**src/sv/assert_macros.svh**
```systemverilog
// assertion helpers used by the rtl
`ifndef ASSERT_MACROS_SVH
`define ASSERT_MACROS_SVH

// concurrent check, active outside reset
`define CHK_ALWAYS(label, clk, rst_n, expr) \
    label: assert property (@(posedge clk) disable iff (!rst_n) (expr)) \
        else $error("check failed");

// implication check, active outside reset
`define CHK_IMPL(label, clk, rst_n, ante, cons) \
    label: assert property (@(posedge clk) disable iff (!rst_n) (ante) |-> (cons)) \
        else $error("check failed");

`endif

```
**src/sv/tkht_pkg.sv**
```systemverilog
package tkht_pkg;

    localparam logic [2:0] ST_REJECT = 3'd0;
    localparam logic [2:0] ST_INSERT = 3'd1;
    localparam logic [2:0] ST_IMPROVE = 3'd2;
    localparam logic [2:0] ST_COUNT = 3'd3;
    localparam logic [2:0] ST_READ = 3'd4;

    typedef struct packed {
        logic        action;
        logic [31:0] protein_key;
        logic signed [15:0] score;
        logic [15:0] match_length;
        logic [39:0] suffix_pos;
        logic [5:0]  rank_index;
    } in_item_t;

    typedef struct packed {
        logic [2:0]  status;
        logic        evicted_valid;
        logic [31:0] evicted_key;
        logic        entry_valid;
        logic [31:0] entry_key;
        logic signed [15:0] entry_score;
        logic [15:0] entry_length;
        logic [31:0] entry_count;
        logic        entry_multiple;
        logic [6:0]  list_size;
    } out_item_t;

    typedef struct packed {
        logic [31:0] key;
        logic signed [15:0] score;
        logic [15:0] length;
        logic [31:0] count;
        logic [39:0] first_pos;
        logic        multiple;
    } slot_t;

    // per-cycle command broadcast to every cell
    typedef struct packed {
        logic  shift_up;    // ranks at/after lo take from the rank below
        logic  shift_down;  // ranks after ins take from the rank above
        logic  write_new;   // rank ins takes new_slot
        slot_t new_slot;
    } cell_cmd_t;

endpackage

```
**src/sv/tkht_cell.sv**
```systemverilog
module tkht_cell
    import tkht_pkg::*;
#(
    parameter int IDX_W = 6
)
(
    input  logic             clk,
    input  logic [IDX_W-1:0] my_rank,
    input  logic [IDX_W-1:0] lo,
    input  logic [IDX_W-1:0] ins,
    input  logic [IDX_W:0]   total,
    input  cell_cmd_t        cmd,
    input  slot_t            from_above,
    input  slot_t            from_below,
    input  logic [31:0]      key,
    input  logic signed [15:0] score,
    output slot_t            slot,
    output logic             key_hit,
    output logic             ge_score
);

    slot_t slot_reg;
    slot_t slot_next;
    logic  live;

    assign live = ({1'b0, my_rank} < total);

    always_comb
    begin
        slot_next = slot_reg;
        if (cmd.shift_up && my_rank >= lo)
        begin
            slot_next = from_below;
        end
        if (cmd.shift_down && my_rank > ins)
        begin
            slot_next = from_above;
        end
        if (cmd.write_new && my_rank == ins)
        begin
            slot_next = cmd.new_slot;
        end
    end

    always_ff @(posedge clk)
    begin
        slot_reg <= slot_next;
    end

    assign slot     = slot_reg;
    assign key_hit  = live && (slot_reg.key == key);
    assign ge_score = live && (slot_reg.score >= score);

endmodule

```
**config.mk**
```make
export PLATFORM = sky130hd
export DESIGN_NAME = tkht_cell
export DESIGN_NICKNAME = d
export VERILOG_FILES = /design/src/sv/assert_macros.svh /design/src/sv/tkht_pkg.sv /design/src/sv/tkht_cell.sv
export SDC_FILE = /design/constraint.sdc
export NUM_CORES = 1
export LEC_CHECK = 0
export ABC_AREA = 1
export BUFFER_PORTS_ARGS = -buffer_cell sky130_fd_sc_hd__buf_4
export CAP_MARGIN = 20
export CORE_AREA = 2 2 246 248
export CTS_CLUSTER_SIZE = 10
export DETAILED_ROUTE_END_ITERATION = 7
export DIE_AREA = 0 0 248 250
export GPL_TIMING_DRIVEN = 0
export REMOVE_ABC_BUFFERS = 1
export SLEW_MARGIN = 10
export SYNTH_ARGS = -nofsm -noshare
export SYNTH_HDL_FRONTEND = slang
export SYNTH_SLANG_ARGS = --single-unit
export TNS_END_PERCENT = 20
```
**constraint.sdc**
```tcl
create_clock -name clk -period 20.6 [get_ports clk]
set_input_delay 3.09 -clock clk [delete_from_list [all_inputs] [get_ports clk]]
set_output_delay 3.09 -clock clk [all_outputs]
set_load 0.02 [all_outputs]
```
==> Yosys cells after proc, flatten, opt, wreduce, memory -nomap -nowiden <==
Index checks and enable logic that the tools add are counted.
{ "classes": {"magnitude_cmp": 4, "n_eq_ne": 2, "muxes": 3, "n_reduce_logical": 6} }
{ "ops": {"columns": ["cell", "count"], "rows": [
  ["137-bit 2-to-1 mux", 3],
  ["32-bit == test", 1],
  ["16-bit >= comparator", 1],
  ["6-bit by 7-bit < comparator with 1-bit output", 1],
  ["6-bit == test", 1],
  ["6-bit >= comparator", 1],
  ["6-bit greater-than comparator", 1],
  ["1-bit logical AND", 5],
  ["3-bit nonzero test", 1]
]} }
{ "totals": {"ff_bits": 137, "out_inout_bits": 139, "elab_cells": 21} }

==> Depth between registers and ports, before layout <==
{ "depth": {"word_depth": 5, "depth_mapped": 13, "ltp_nobuf": 13} }

==> Worst setup path after synthesis <==
No wires, ideal clock.
{ "synth_path": {"kind": "input -> register", "start": "input ins[5]", "end": "register slot_reg (netlist bit slot[0]) (enable)", "arrival_ns": 7.212, "required_time_ns": 19.083, "setup_slack_ns": 11.872, "path_stages": 8, "cell_sequence": "inv_1 ha_1 nand2_1 nor2_4 nand3_2 buf_2 buf_1 nand3_1"} }
{ "synth_via": {"elab_chain_cells": 3, "word_cells_on_any_way": 5, "cone_classes": "order compare: 1; eq/ne: 1; reduce/logical: 3"} }
{ "synth_lines": {"columns": ["element", "line_no", "source"], "rows": [
  ["start, declared", "tkht_cell.sv:10", "input logic [IDX_W-1:0] ins,"],
  ["6-bit greater-than comparator or 6-bit == test (tied branches)", "tkht_cell.sv:35, tkht_cell.sv:39", null],
  ["1-bit logical AND, on equally long branches", "tkht_cell.sv:35, tkht_cell.sv:39", null],
  ["3-bit nonzero test (no line) (*)", null, null],
  ["end signal, assigned", "tkht_cell.sv:47", "slot_reg <= slot_next;"],
  ["end, declared", "tkht_cell.sv:22", "slot_t slot_reg;"]
]} }
Every way passes the cells marked *; elsewhere a longest branch is shown, timed or not.
A chain may end at the register's enable or synchronous reset.

==> Worst setup path after layout <==
{ "layout_path": {"start": "input score[11]", "end": "output ge_score"} }
{ "layout_via": {"elab_chain_cells": 2} }
{ "layout_lines": {"columns": ["element", "line_no", "source"], "rows": [
  ["start, declared", "tkht_cell.sv:16", "input logic signed [15:0] score,"],
  ["16-bit >= comparator", "tkht_cell.sv:52", "assign ge_score = live && (slot_reg.score >= score);"],
  ["1-bit logical AND", "tkht_cell.sv:52", null],
  ["end, declared", "tkht_cell.sv:19", "output logic ge_score"]
]} }
No other way between the ends.

==> summary.md <==
| Metric | Value |
|---|---|
| Status | finished clean |
| F_max | 0.130 GHz |
| Flip-flop count of the largest register after layout | 137 |
| Fill cells | 6363 |
| CTS Buf Count | 17 |
| Clock root buffer | clkbuf_16 |
| Ys async rst share | 0% |
| Total power | 1.10 mW |
| Unrepaired setup endpoints after global routing | no |
| Smallest hold slack | 2.97 ns |
| Cell row count | 90 |
| Seq/Total Area, Yosys | 48.6% |
| FF+latch count, synth | 137 |
| Share of layout cells above drive strength 1 | 42.7% |
| N_diodes | 0 |
| Critical path type | input pin to output port |
| CP max stage delay | 0.28 ns |
| Synthesized area per cell | 8.45 µm² |
| Final min period | 7.70 ns |
| Deepest clock path buffer count | 2 |
| Fin. Hold Viols | 0 |
| Slowest-stage cell, CP | ha_1 |
| DRT iter0 DRCs | 475 |
| Vias in the first global route | 9471 |
| GRT overflow | 0 |
| Yosys cell types | 26 |
| Worst EP required | 17.51 ns |
| Num Clock Sinks | 137 |
| Mapped Area | 8460 µm² |
| CP most frequent cell | nand2_1 |
| Io pins | 627 |
| Crit path max fanout | 2 |
| Post-CTS Setup Bufs | 0 |
| CP Cell Sequence | buf_4 -> inv_1 -> ha_1 -> nand2_1 -> nor2_1 -> nand2_1 -> nor2_1 -> nand2_1 -> nand3_1 -> nand2_1 -> nand3_1 -> nand2_1 -> inv_1 -> buf_4 |
| Multi-input logic area | 3780 µm² |
| Post_cts resized | 0 |
| Post-layout instance area | 14700 µm² |
| Input/output buffers | 626 |
| Largest net degree at the start of global routing | 86 |
| Fin nets | 2104 |
| H-tree levels | 4 |
| Final ANT Viol Nets | 0 |
| Number of antenna violations at the first check in global routing | 1 |
| DPL Wire Length | 30700 µm |
| Synth top area cells | edfxtp_1, a31oi_1, nand3_1 |
| Die X | 248 µm |
| CTS tree | yes |
| Clock transition at path regs | 0.07 ns |
| Hold Path Depth | 3 |
| Crit start category | input pin |
| Crit path DAT | 4.61 ns |
| Worst relative slew slack | 48.3% |
| Placed inst area | 14100 µm² |
| First-pass GRT wire length | 53100 µm |
| Final Setup Violations | 0 |
| Dominant cell type by area after synthesis | edfxtp_1 |
| DP Worst Slack | 12.89 ns |
| Setup TNS | 0 ns |
| Most common cell in the netlist | nand2_1 |
| Ys Warns | 0 |
| Hold_buf cts | 0 |
| Post-synth top cells | nand2_1, nor2_1, nand3_1 |
| DRC Markers | 0 |
| Pwr dens | 74.6 nW/µm² |
| Final WS setup | 12.90 ns |
| Drt wl/cell | 15.8 µm |
| Slew Viols, Final | 0 |
| Die Area | 62000 µm² |
| Drt first pass iters | 7 |
| Fin crit share | 37.4% |
| P_leak | 6.81 nW |
| Synth-to-layout area growth | 73.7% |
| GRT Util Overall | 11.5% |
| Synth Instances | 1001 |
| Placeable Area | 59600 µm² |
| Worst min-delay path class | input pin to flip-flop |
| Layout Utilization | 24.7% |
| Avg Vias per Cell | 4.09 |
| Routed WL | 37600 µm |
| Reg area | 4110 µm² |
| Max IR drop VDD | 0.0000592 V |
| Share of the synthesized area in the top cell type | 48.6% |
| Die Height | 250 µm |
| Setup crit end kind | output port |
| Actual slew at the worst max-slew pin | 0.775 ns |
| Via count | 9732 |
| Post-synth EDFFs | 137 |
| RD Place Congestion | 0.953 |
| Initial Util | 14.2% |
| Final non-filler cell total | 2378 |
| MaxCap Viol Count | 0 |
| Placed cells | 2346 |
| Synth Flop Type | edfxtp_1 |
## final timing paths
path | start | end | slack [ns]
worst min-delay path | from_below[57] | slot[57] | 2.97
worst max-delay path | score[11] | ge_score | 12.90
## critical path: cells and delay by family
| kind | cells | cell delay (ns) |
|---|---|---|
| fa+ha+maj | 1 | 0.28 |
| simple gates | 9 | 0.91 |
| buf+inv | 4 | 0.32 |
## layer usage
layer	vias to the layer above	part of all wire, %	wire length [µm]	GRT usage [%]
li1	4687	-	-	-
met1	4462	39	14500	12.7
met2	516	49	18400	19.8
met3	65	9.0	3390	3.85
met4	2	3.5	1320	5.47
met5	-	0.032	12	0
## where the power goes
group	leakage [nW]	internal [mW]	switching [mW]
Clock	0.281	0.171	0.141
Sequential	1.31	0.377	0.0283
Combinational	5.22	0.172	0.208
Total	6.81	0.720	0.377
## cell families (layout without fill, tap and decap cells)
| family | Yosys count | count (layout) | share of synthesized area [%] |
|---|---|---|---|
| AO/OA/AOI/OAI | 159 | 159 | 11.6 |
| XOR/XNOR | 21 | 21 | 2.17 |
| adder cells (fa/ha/maj) | 33 | 33 | 4.88 |
| buffers and inverters | 138 | 733 | 7.20 |
| flip-flops | 137 | 137 | 48.6 |
| AND/OR/NAND/NOR | 513 | 513 | 25.5 |
## cell usage in the layout, fill, tap and decap left out, types with 2 or more instances in the layout
master / Yosys / routed
nand2_1: 194 / 193
nand3_1: 148 / 147
a31oi_1: 138 / 138
xor2_1: 6 / 6
o211ai_1: 2 / 2
or2_2: 6 / 6
buf_12: 0 / 4
inv_6: 0 / 4
clkinv_4: 0 / 3
buf_4: 11 / 626
clkbuf_16: 0 / 17
ha_1: 33 / 33
edfxtp_1: 137 / 137
buf_16: 0 / 8
nand3_4: 0 / 3
nand4_1: 3 / 3
clkinvlp_4: 0 / 2
o21ai_0: 5 / 5
a21oi_1: 10 / 10
nor3_1: 3 / 3
inv_1: 63 / 63
inv_8: 0 / 3
nor2_1: 156 / 156
xnor2_1: 15 / 15
## area by class of cell
| cell class | instances | area share, % |
|---|---|---|
| repair buffers | 638 | 34.0 |
| well taps | 782 | 6.66 |
| clock buffers | 17 | 2.89 |
| multi-input cells | 726 | 25.7 |
| clock inverters | 15 | 1.09 |
| inverters | 63 | 1.61 |
| flip-flops and latches | 137 | 28.0 |
No activity file was read; power rests on OpenSTA's default activity.
